$ cat config.mk
export PLATFORM = sky130hd
export DESIGN_NAME = combined_lcg_shuffle_rng_unit_flat
export DESIGN_NICKNAME = d
export VERILOG_FILES = /design/src/rtl/core/clsr_pkg.sv /design/src/rtl/core/clsr_if.sv /design/src/rtl/core/combined_lcg_shuffle_rng_unit.sv /design/src/rtl/core/clsr_step.sv /design/src/rtl/core/clsr_table.sv /design/src/flat_wrapper.sv
export SDC_FILE = /design/constraint.sdc
export NUM_CORES = 2
export LEC_CHECK = 0
export ABC_AREA = 1
export BUFFER_PORTS_ARGS = -buffer_cell sky130_fd_sc_hd__buf_4
export CORE_MARGIN = 2
export CORE_UTILIZATION = 60
export CTS_BUF_LIST = sky130_fd_sc_hd__clkbuf_2 sky130_fd_sc_hd__clkbuf_4 sky130_fd_sc_hd__clkbuf_8
export CTS_CLUSTER_DIAMETER = 150
export DETAILED_ROUTE_END_ITERATION = 8
export PLACE_DENSITY_LB_ADDON = 0.15
export SLEW_MARGIN = 25
export SYNTH_ARGS = -nofsm -noshare
export SYNTH_HDL_FRONTEND = slang
export SYNTH_HIERARCHICAL = 1
export SYNTH_SLANG_ARGS = --single-unit
$ cat constraint.sdc
create_clock -name clk -period 14.85 [get_ports clk]
set_input_delay 0.7425 -clock clk [delete_from_list [all_inputs] [get_ports clk]]
set_output_delay 0.7425 -clock clk [all_outputs]
set_load 0.02 [all_outputs]
$ cat src/rtl/core/clsr_pkg.sv
// Shared constants and codes for the combined LCG / shuffle-table generator.
// No dependencies; every other file in rtl/core imports this package.
package clsr_pkg;

  localparam int DATA_W = 31;
  localparam int MUL_W  = 16;
  localparam int PROD_W = DATA_W + MUL_W;

  // Generator moduli and multipliers.
  localparam logic [31:0]       MOD_A = 32'd2147483563;
  localparam logic [31:0]       MOD_B = 32'd2147483399;
  localparam logic [MUL_W-1:0]  MUL_A = 16'd40014;
  localparam logic [MUL_W-1:0]  MUL_B = 16'd40692;

  // 2^31 mod M for each modulus: folds the high product bits back down.
  localparam logic [31:0] FOLD_A = 32'd85;
  localparam logic [31:0] FOLD_B = 32'd249;

  localparam logic [DATA_W-1:0] SPAN_MAX    = 31'd2147483562;
  localparam logic [DATA_W-1:0] GEN_A_INIT  = 31'd1;
  localparam logic [DATA_W-1:0] GEN_B_INIT  = 31'd123456789;

  localparam int TABLE_SIZE_DEF = 32;
  localparam int WARMUP_EXTRA   = 8;

  // Operation codes.
  localparam logic OP_DRAW   = 1'b0;
  localparam logic OP_RESEED = 1'b1;

endpackage

$ cat src/rtl/core/clsr_if.sv
// Valid/ready channel interfaces for the generator: request and result.
// Depends on clsr_pkg for field widths.
interface clsr_req_if import clsr_pkg::*; ();
  logic              valid;
  logic              ready;
  logic              operation;
  logic [DATA_W-1:0] seed_value;

  modport source (output valid, output operation, output seed_value, input ready);
  modport sink   (input valid, input operation, input seed_value, output ready);
endinterface

interface clsr_rsp_if import clsr_pkg::*; ();
  logic              valid;
  logic              ready;
  logic [DATA_W-1:0] random_value;

  modport source (output valid, output random_value, input ready);
  modport sink   (input valid, input random_value, output ready);
endinterface

$ cat src/rtl/core/combined_lcg_shuffle_rng_unit.sv
// Combined two-modulus LCG with a shuffle table, one result beat per request beat.
// Draw: accept moves to DRD, the table read lands in DFIN, then the result is registered;
// a new draw can be accepted in DFIN as the previous one finishes. Reseed: the
// warm-up loop through the two-stage modular step unit runs first, then the draw.
// Synchronous active-high rst: generators to 1 and 123456789, last output to 0,
// table valid bits cleared (unwritten entries read as 0). No clearing pass.
module combined_lcg_shuffle_rng_unit import clsr_pkg::*; #(
  parameter int TABLE_SIZE = TABLE_SIZE_DEF
) (
  input  logic        clk,
  input  logic        rst,
  clsr_req_if.sink    req,
  clsr_rsp_if.source  rsp
);

  localparam int IDX_W     = (TABLE_SIZE > 1) ? $clog2(TABLE_SIZE) : 1;
  localparam int WARM_LAST = TABLE_SIZE + WARMUP_EXTRA - 1;
  localparam int CNT_W     = $clog2(WARM_LAST + 1);
  // slot width: table index = last_output / SLOT_DIV
  localparam longint SLOT_DIV = 64'd1 + (longint'(SPAN_MAX) / TABLE_SIZE);

  // Sequencer states. WMUL/DMUL wait for the product register.
  typedef enum logic [5:0] {
    ST_IDLE = 6'b000001,
    ST_WMUL = 6'b000010,
    ST_WRED = 6'b000100,
    ST_DMUL = 6'b001000,
    ST_DRD  = 6'b010000,
    ST_DFIN = 6'b100000
  } state_t;

  state_t            state;
  logic [DATA_W-1:0] x;            // first generator
  logic [DATA_W-1:0] y;            // second generator
  logic [DATA_W-1:0] last_output;
  logic [CNT_W-1:0]  cnt;          // warm-up step, counts down to 0
  logic [IDX_W-1:0]  rd_idx;       // entry picked by the draw in flight
  logic              out_valid;
  logic [DATA_W-1:0] out_data;

  logic [DATA_W-1:0] red_a;
  logic [DATA_W-1:0] red_b;
  logic [DATA_W-1:0] entry;
  logic [IDX_W-1:0]  slot_idx;
  logic [DATA_W-1:0] draw_out;
  logic [DATA_W-1:0] seed_clamped;
  logic              fin_go;
  logic              accept;
  logic              tbl_rd_en;
  logic              tbl_wr_en;
  logic [IDX_W-1:0]  tbl_wr_addr;
  logic [DATA_W-1:0] tbl_wr_data;

  // ---------------------------------------------------------------------
  // Modular step unit. Its product register always follows x/y of the
  // previous cycle, so x/y must be held for the product register before a fold.
  // ---------------------------------------------------------------------
  clsr_step u_step (
    .clk    (clk),
    .a_cur  (x),
    .b_cur  (y),
    .a_next (red_a),
    .b_next (red_b)
  );

  // ---------------------------------------------------------------------
  // Shuffle table. Draw reads in DRD, writes back in DFIN; the next read
  // is in a later DRD, after the write, so no same-entry overlap needs forwarding.
  // ---------------------------------------------------------------------
  clsr_table #(
    .TABLE_SIZE (TABLE_SIZE),
    .IDX_W      (IDX_W)
  ) u_table (
    .clk     (clk),
    .rst     (rst),
    .rd_en   (tbl_rd_en),
    .rd_addr (slot_idx),
    .rd_data (entry),
    .wr_en   (tbl_wr_en),
    .wr_addr (tbl_wr_addr),
    .wr_data (tbl_wr_data)
  );

  // Index = last_output / SLOT_DIV as a thermometer of constant thresholds.
  // Never exceeds TABLE_SIZE-1, so no saturation is needed.
  always_comb begin
    slot_idx = '0;
    for (int k = 1; k < TABLE_SIZE; k++) begin
      if (32'(last_output) >= 32'(longint'(k) * SLOT_DIV)) begin
        slot_idx = slot_idx + IDX_W'(1);
      end
    end
  end

  // Draw result: entry - y, wrapped by SPAN_MAX when not positive.
  always_comb begin
    if (entry > y) begin
      draw_out = entry - y;
    end else begin
      draw_out = entry - y + SPAN_MAX;
    end
  end

  assign seed_clamped = (req.seed_value == '0) ? GEN_A_INIT : req.seed_value;

  // Finish a draw only when the output register is free or draining.
  assign fin_go    = (state == ST_DFIN) && (!out_valid || rsp.ready);
  assign req.ready = !rst && ((state == ST_IDLE) || fin_go);
  assign accept    = req.valid && req.ready;

  assign tbl_rd_en   = (state == ST_DRD);
  assign tbl_wr_en   = ((state == ST_WRED) && (cnt < CNT_W'(TABLE_SIZE))) || fin_go;
  assign tbl_wr_addr = (state == ST_WRED) ? cnt[IDX_W-1:0] : rd_idx;
  assign tbl_wr_data = (state == ST_WRED) ? red_a : x;

  // ---------------------------------------------------------------------
  // Sequencer
  // ---------------------------------------------------------------------
  always_ff @(posedge clk) begin
    if (rst) begin
      state       <= ST_IDLE;
      x           <= GEN_A_INIT;
      y           <= GEN_B_INIT;
      last_output <= '0;
      cnt         <= '0;
    end else begin
      unique case (state)
        ST_IDLE: begin
        end
        ST_WMUL: begin
          state <= ST_WRED;
        end
        ST_WRED: begin
          x <= red_a;
          if (cnt == '0) begin
            // final warm-up value also lands in entry 0
            last_output <= red_a;
            state       <= ST_DMUL;
          end else begin
            cnt   <= cnt - CNT_W'(1);
            state <= ST_WMUL;
          end
        end
        ST_DMUL: begin
          state <= ST_DRD;
        end
        ST_DRD: begin
          x      <= red_a;
          y      <= red_b;
          rd_idx <= slot_idx;
          state  <= ST_DFIN;
        end
        ST_DFIN: begin
          if (fin_go) begin
            last_output <= draw_out;
            // a beat taken on the same edge picks the next state below
            if (!accept) begin
              state <= ST_IDLE;
            end
          end
        end
        default: begin
          state <= ST_IDLE;
        end
      endcase

      // new beat: from IDLE, or back to back with a finishing draw
      if (accept) begin
        if (req.operation == OP_RESEED) begin
          x     <= seed_clamped;
          y     <= seed_clamped;
          cnt   <= CNT_W'(WARM_LAST);
          state <= ST_WMUL;
        end else begin
          state <= ST_DRD;
        end
      end
    end
  end

  // Output register
  always_ff @(posedge clk) begin
    if (rst) begin
      out_valid <= 1'b0;
    end else if (fin_go) begin
      out_valid <= 1'b1;
    end else if (rsp.ready) begin
      out_valid <= 1'b0;
    end
  end

  always_ff @(posedge clk) begin
    if (fin_go) begin
      out_data <= draw_out;
    end
  end

  assign rsp.valid        = out_valid;
  assign rsp.random_value = out_data;

  // ---------------------------------------------------------------------
  // Assertions
  // ---------------------------------------------------------------------
  a_out_range: assert property (@(posedge clk) disable iff (rst)
    rsp.valid |-> (rsp.random_value != '0 && rsp.random_value <= SPAN_MAX))
    else $error("result beat out of range");

  a_gen_reduced: assert property (@(posedge clk) disable iff (rst)
    (state == ST_DFIN) |-> (32'(x) < MOD_A && 32'(y) < MOD_B))
    else $error("generator not reduced after step");

  a_fin_after_read: assert property (@(posedge clk) disable iff (rst)
    (state == ST_DFIN) |-> ($past(state) == ST_DRD || $past(state) == ST_DFIN))
    else $error("draw finish without table read");

  a_warm_done: assert property (@(posedge clk) disable iff (rst)
    (state == ST_DMUL) |-> ($past(state) == ST_WRED && last_output == x))
    else $error("warm-up end did not load last output");

endmodule

$ cat src/rtl/core/clsr_step.sv
// Two-stage modular step for both generators: registered product, then fold.
// Depends on clsr_pkg.
module clsr_step import clsr_pkg::*; (
  input  logic              clk,
  input  logic [DATA_W-1:0] a_cur,
  input  logic [DATA_W-1:0] b_cur,
  output logic [DATA_W-1:0] a_next,
  output logic [DATA_W-1:0] b_next
);

  logic [PROD_W-1:0] prod_a;
  logic [PROD_W-1:0] prod_b;
  logic [31:0]       sum_a;
  logic [31:0]       sum_b;

  // product of whatever the generator held last cycle
  always_ff @(posedge clk) begin
    prod_a <= PROD_W'(a_cur) * PROD_W'(MUL_A);
    prod_b <= PROD_W'(b_cur) * PROD_W'(MUL_B);
  end

  // hi*2^31 + lo == hi*fold + lo (mod M); sum < 2M so one subtract finishes it
  always_comb begin
    sum_a = 32'(prod_a[DATA_W-1:0]) + 32'(prod_a[PROD_W-1:DATA_W]) * FOLD_A;
    sum_b = 32'(prod_b[DATA_W-1:0]) + 32'(prod_b[PROD_W-1:DATA_W]) * FOLD_B;
    a_next = (sum_a >= MOD_A) ? DATA_W'(sum_a - MOD_A) : DATA_W'(sum_a);
    b_next = (sum_b >= MOD_B) ? DATA_W'(sum_b - MOD_B) : DATA_W'(sum_b);
  end

endmodule

$ cat src/rtl/core/clsr_table.sv
// Shuffle table: synchronous single-write / single-read memory, registered read.
// Per-entry valid flops make unwritten entries read as zero. Depends on clsr_pkg.
module clsr_table import clsr_pkg::*; #(
  parameter int TABLE_SIZE = TABLE_SIZE_DEF,
  parameter int IDX_W      = 5
) (
  input  logic              clk,
  input  logic              rst,
  input  logic              rd_en,
  input  logic [IDX_W-1:0]  rd_addr,
  output logic [DATA_W-1:0] rd_data,
  input  logic              wr_en,
  input  logic [IDX_W-1:0]  wr_addr,
  input  logic [DATA_W-1:0] wr_data
);

  logic [DATA_W-1:0]     mem [TABLE_SIZE];
  logic [TABLE_SIZE-1:0] filled;
  logic [DATA_W-1:0]     rd_q;
  logic                  rd_filled;

  always_ff @(posedge clk) begin
    if (wr_en) begin
      mem[wr_addr] <= wr_data;
    end
    if (rd_en) begin
      rd_q      <= mem[rd_addr];
      rd_filled <= filled[rd_addr];
    end
  end

  always_ff @(posedge clk) begin
    if (rst) begin
      filled <= '0;
    end else if (wr_en) begin
      filled[wr_addr] <= 1'b1;
    end
  end

  assign rd_data = rd_filled ? rd_q : '0;

endmodule

$ cat src/flat_wrapper.sv
// flat-port wrapper written by rule: the top's interface ports become plain ports
module combined_lcg_shuffle_rng_unit_flat import clsr_pkg::*;
#(
  parameter int TABLE_SIZE = TABLE_SIZE_DEF
)
  (clk, rst, req_valid, req_operation, req_seed_value, req_ready, rsp_valid, rsp_random_value, rsp_ready);
  clsr_req_if req_i ();
  clsr_rsp_if rsp_i ();
  input  logic clk;
  input  logic rst;
  input wire logic [$bits(req_i.valid)-1:0] req_valid;
  input wire logic [$bits(req_i.operation)-1:0] req_operation;
  input wire logic [$bits(req_i.seed_value)-1:0] req_seed_value;
  output wire logic [$bits(req_i.ready)-1:0] req_ready;
  output wire logic [$bits(rsp_i.valid)-1:0] rsp_valid;
  output wire logic [$bits(rsp_i.random_value)-1:0] rsp_random_value;
  input wire logic [$bits(rsp_i.ready)-1:0] rsp_ready;
  assign req_i.valid = req_valid;
  assign req_i.operation = req_operation;
  assign req_i.seed_value = req_seed_value;
  assign req_ready = req_i.ready;
  assign rsp_valid = rsp_i.valid;
  assign rsp_random_value = rsp_i.random_value;
  assign rsp_i.ready = rsp_ready;
  combined_lcg_shuffle_rng_unit #(.TABLE_SIZE(TABLE_SIZE)) u_core (.clk(clk), .rst(rst), .req(req_i), .rsp(rsp_i));
endmodule
**After elaboration in Yosys (flattened, before gate mapping)**

Memories as Yosys holds them, arrays and structs flattened. A register that Yosys moved wholly into a read port is not among the register bits.
Index checks and enable logic that the tools add are counted.

- Add/subtract/negate cells: 37
- $mul: 4
- Order comparisons: 38
- Equal/unequal tests: 10
- Muxes and demuxes: 64
- Bitwise logic cells: 2
- Reductions and logical operators: 18

Operators with widths:

| operator | count |
|---|---|
| $ge 31x31->1 const B | 15 |
| $mux 31 | 14 |
| $ge 31x30->1 const B | 8 |
| $mux 5 | 32 |
| $add 5x1->5 const B | 29 |
| $ge 31x29->1 const B | 4 |
| $ge 32x31->1 const B | 2 |
| $ge 31x28->1 const B | 2 |
| $pmux 31 s2 | 1 |
| $sub 31x31->31 const B | 2 |
| $mul 31x15->46 const B | 1 |
| $mul 31x14->45 const B | 1 |
| $mux 6 | 6 |
| $pmux 6 s6 | 1 |
| $add 31x23->32 | 1 |
| $add 31x24->32 | 1 |
| $or 32x32->32 | 1 |
| $add 31x31->31 const B | 1 |
| $ge 31x26->1 const B | 1 |
| $ge 31x27->1 const B | 1 |
| $gt 31x31->1 | 1 |
| $logic_not 31->1 | 1 |
| $sub 31x31->31 | 1 |
| $mul 16x8->24 const B | 1 |
| 28 further kinds | 45 |

- Bits in registers: 266
- RAM bits: 992
- Output and inout bits: 33
- Memories kept: 1

Memories:

| memory | depth | width | read ports | clocked after Yosys merged registers in | write ports | RTL line | source |
|---|---|---|---|---|---|---|---|
| u_core.u_table.mem | 32 | 31 | 1 | 1 | 1 | clsr_table.sv:17 | `logic [DATA_W-1:0] mem [TABLE_SIZE];` |

**Logic depth before layout (Yosys ltp)**

- Depth in word-level cells: 64
- Mapped depth: 113
- Mapped depth without buffers: 110

**Modules after synthesis**

Netlist, hierarchy kept.

Modules (own cells, without submodules):

| module | instances | cells an instance | area an instance (sq um) | seq. area each (sq um) |
|---|---|---|---|---|
| clsr_table | 1 | 3687 | 43043.8 | 31390.1 |
| clsr_step | 1 | 3497 | 27709.1 | 1821.7 |
| combined_lcg_shuffle_rng_unit | 1 | 2256 | 13431.6 | 3183.1 |

**Worst setup path before layout**

No wires, ideal clock.

- Path kind: register to register
- Start point: register u_core.last_output[5]
- End point: register u_core.u_table.rd_q[22] (read register of u_core.u_table.mem), data pin
- Library setup time: 0.253 ns
- Arrival time: 14.261 ns
- Slack: 0.336 ns
- Cell stages (with the launch flop): 110
- Cells stage by stage: dfxtp_1 nand2_2 nor2_4 inv_1 nor3_1 nand4_1 and3_1 ha_1 inv_1 nand3_1 nand2_2 inv_1 ha_1 or2_1 nand2_1 inv_1 nor2_1 o22ai_2 [74 not listed] nand2_1 ha_1 o21ai_0 inv_1 ha_1 nand2_1 o21ai_0 buf_2 inv_2 buf_2 buf_4 nand3_1 nand3_1 nand2_1 nand2_1 nand2_1 nand2_1 nand2_1

- Longest elaborated chain between the ends: 62
- Elaborated cells on any way between the ends: 92
- Those cells by class: add/sub: 30; order compare: 31; mux: 31

Ends and longest elaborated chain:

| item | RTL line | source |
|---|---|---|
| start, declared | combined_lcg_shuffle_rng_unit.sv:35 | `logic [DATA_W-1:0] last_output;` |
| start signal, assigned | combined_lcg_shuffle_rng_unit.sv:137 | `last_output <= red_a;` |
| start signal, assigned | combined_lcg_shuffle_rng_unit.sv:155 | `last_output <= draw_out;` |
| $ge 31x26->1 | combined_lcg_shuffle_rng_unit.sv:89 | `if (32'(last_output) >= 32'(longint'(k) * SLOT_DIV)) begin` |
| $mux 1 | combined_lcg_shuffle_rng_unit.sv:89 |  |
| $add 1x1->2 | combined_lcg_shuffle_rng_unit.sv:90 | `slot_idx = slot_idx + IDX_W'(1);` |
| $mux 5 | combined_lcg_shuffle_rng_unit.sv:89 |  |
| $add 5x1->5 | combined_lcg_shuffle_rng_unit.sv:90 |  |
| $mux 5 | combined_lcg_shuffle_rng_unit.sv:89 |  |
| $add 5x1->5 | combined_lcg_shuffle_rng_unit.sv:90 |  |
| $mux 5 | combined_lcg_shuffle_rng_unit.sv:89 |  |
| [47 not listed] | n/a |  |
| $mux 5 | combined_lcg_shuffle_rng_unit.sv:89 |  |
| $add 5x1->5 | combined_lcg_shuffle_rng_unit.sv:90 |  |
| $mux 5 | combined_lcg_shuffle_rng_unit.sv:89 |  |
| $add 5x1->5 | combined_lcg_shuffle_rng_unit.sv:90 |  |
| $mux 5 | combined_lcg_shuffle_rng_unit.sv:89 |  |
| $add 5x1->5 | combined_lcg_shuffle_rng_unit.sv:90 |  |
| $mux 5 * | combined_lcg_shuffle_rng_unit.sv:89 |  |
| net u_core.slot_idx[1] | combined_lcg_shuffle_rng_unit.sv:44 | `logic [IDX_W-1:0] slot_idx;` |
| end, declared | clsr_table.sv:19 | `logic [DATA_W-1:0] rd_q;` |

Mark *: on every way through the listed nets, which the timed path passes. The rest lies on a longest branch.
A chain may end at the register's enable or synchronous reset.

**Final worst setup path**

- Start point: register u_core.last_output[10]
- End point: register u_core.u_table.rd_q[10] (read register of u_core.u_table.mem), data pin

The elaborated chain is that of the path after synthesis.

==> flow_metrics.env <==
export IMPL_status="complete, but fails checks"
export IMPL_violations="negative setup slack"
export IMPL_yosysTopAreaCellShare_pct=37.8
export IMPL_die_y_um=379
export IMPL_worst_pin_slew_ps=1140
export IMPL_min_period_ps=14850
export IMPL_root_buffer="clkbuf_8"
export IMPL_syn_area_mm2=0.0842
export IMPL_yosysTopAreaCell="edfxtp_1"
export IMPL_synthTopCellsByCount="nand2_1, inv_1, nand3_1, edfxtp_1, nor2_1"
export IMPL_hpwl_um=188000
export IMPL_die_area_mm2=0.143
export IMPL_fin_ws_ps=-0.625
export IMPL_fp_dieW_um=379
export IMPL_endpoint_kind="register"
export IMPL_antenna_left=0
export IMPL_place_gp_congestion=0.982
export IMPL_drc=0
export IMPL_worstPathArrival_ps=15550
export IMPL_critPathSlowestCell="dfxtp_2"
export IMPL_grt_pass1_wl_um=400000
export IMPL_io_buffers=68
export IMPL_drv_slew=0
export IMPL_worst_skew_pair_late_latency_ps=970
export IMPL_min_path_cells=2
export IMPL_fmax_mhz=67.3
export IMPL_core_area_mm2=0.139
export IMPL_hold_class="in2reg"
export IMPL_routedWlPerCell_um=23.0
export IMPL_crit_fanout=8
export IMPL_finalCritPeriodShare_pct=100
export IMPL_ios=69
export IMPL_area_growth_pct=14.2
export IMPL_via_per_inst=5.81
export IMPL_fin_setup_tns_ps=-0.625
export IMPL_max_stage_delay_ps=320
export IMPL_cp_data_required_time_ps=15550
export IMPL_ys_seq_area_share_pct=43.2
export IMPL_htree_levels=4
export IMPL_clockBufferDepth=3
export IMPL_yosys_warnings=6
export IMPL_setup_viol=1
export IMPL_synth_most_common_cell="nand2_1"
export IMPL_rr_worst_depth=109
export IMPL_path_common_cell="nand2_2"
export IMPL_dr_pass1_iters=9
export IMPL_final_nets=10839
export IMPL_numCtsBuffers=204
export IMPL_post_place_ws_ps=-1210
export IMPL_ys_seq_elements=1288
export IMPL_synthArstFlopShare_pct=0
export IMPL_start_kind="register"
export IMPL_path_class="reg2reg"
export IMPL_grt_pass1_vias=66079
export IMPL_syn_num_nets=10436
export IMPL_initialDrtViolationCount=7928
export IMPL_grt_setup_unrepaired="yes"
export IMPL_avgSynthCellArea_um2=8.92
export IMPL_yosys_top_cells_area="edfxtp_1, nand2_1, fa_1, ha_1, nand3_1"
export IMPL_grt_remaining_overflow=0
export IMPL_finClkSkew_ps=71.9
export IMPL_row_count=137
export IMPL_synth_edff_count=1060
export IMPL_clock_sinks=1288
export IMPL_grt_usage_pct=37.5
export IMPL_drt_wl_total_um=274000
export IMPL_cts_hold_buf=0
export IMPL_synth_cells=9440
export IMPL_tritoncts="done"
export IMPL_hold_viol_final=0
export IMPL_initial_core_util_pct=60.4
export IMPL_synth_ff_type="edfxtp_1"
export IMPL_slew_limit_headroom_pct=23.8
export IMPL_maxCapViolations=0
export IMPL_num_vias=69175
export IMPL_clkSlewWorstSetupHoldPaths_ps=60
export IMPL_antenna_found_initial=16
export IMPL_grt_start_max_net_pins=238
export IMPL_drive_above_1_share_pct=14.3
export IMPL_synth_cell_type_count=74
[per-layer routing]
layer,track usage [%],wire [µm],share of wire [%]
met4,15.8,12700,4.7
met2,58.1,123000,45
met5,0,43,0.016
met1,50.8,107000,39
met3,8.83,31300,11
[cells by family after synthesis]
kind of cell | share of synthesized area [%]
compound gates | 4.61
fa+ha+maj | 18.2
buf+inv | 8.08
simple gates | 23.9
mux | 0.0119
flops | 43.2
xor+xnor | 1.88
[metrics by stage]
stage / util, % / cell area, µm² / std cells / hold slack (ps)
detailed placement: 63.2 / 88100 / 11366 / 458
CTS: 67.7 / 94400 / 11865 / 51.6
floorplan: - / 84200 / 9440 / 430
global placement: 63.2 / 88100 / 11365 / 451
global route: 68.9 / 96100 / 11892 / 94.0
finish: 69.0 / 96100 / 11898 / 137
[timing repair]
item | CTS | global route
pin swaps | 100 | 206
setup buffers | 109 | 23
gates cloned | 15 | 18
resized for setup | 181 | 317
setup endpoints to repair | 36 | 36
[cells in the final DEF (no fill, tap or decap), types with 209 or more instances in the layout]
| cell | n |
|---|---|
| buf_4 | 373 |
| nand2_1 | 2704 |
| nor2_1 | 488 |
| clkbuf_8 | 219 |
| edfxtp_1 | 1060 |
| a21oi_1 | 293 |
| nand3_1 | 948 |
| ha_1 | 500 |
| dfxtp_1 | 209 |
| fa_1 | 446 |
| inv_1 | 1235 |
[final cells by class]
type                       count  area (µm²)
fill                       10951       43300
multi-input combinational   6576       43100
sequential                  1288       36400
timing repair buffer         489        5100
inverter                    1284        4870
clock buffer                 298        3610
tap                         1876        2350
clock inverter                78         641
antenna                        9        22.5
[final timing paths]
check,from,end,slack [ps]
worst max-delay path,u_core/last_output[10],u_core/u_table/rd_q[10],-0.6
worst min-delay path,rst,u_core/x[23],140
worst max register to register,u_core/last_output[10],u_core/u_table/rd_q[10],-0.6
worst min register to register,u_core/last_output[8],u_core/last_output[8],470
[registers in the layout (all words and copies together), names as in the netlist, 30 cells and up]
register / count
u_core/u_table/mem: 992
u_core/u_step/prod_a: 46
u_core/u_step/prod_b: 45
u_core/u_table/filled: 32
u_core/rsp.random_value: 31
u_core/u_table/rd_q: 31
u_core/x: 31
u_core/y: 31
u_core/last_output: 30
[worst max-delay path: cells and delay by family (launching register included)]
kind                     cells  cell delay, ps
XOR/XNOR                     3             460
adder cells (fa/ha/maj)     15            3650
AO/OA/AOI/OAI               10            1370
flip-flops                   1             320
buffers and inverters       15            1540
AND/OR/NAND/NOR             66            7220
Power is not shown: default switching activity piles up to over one toggle a cycle in this logic, so the estimate is an artifact.
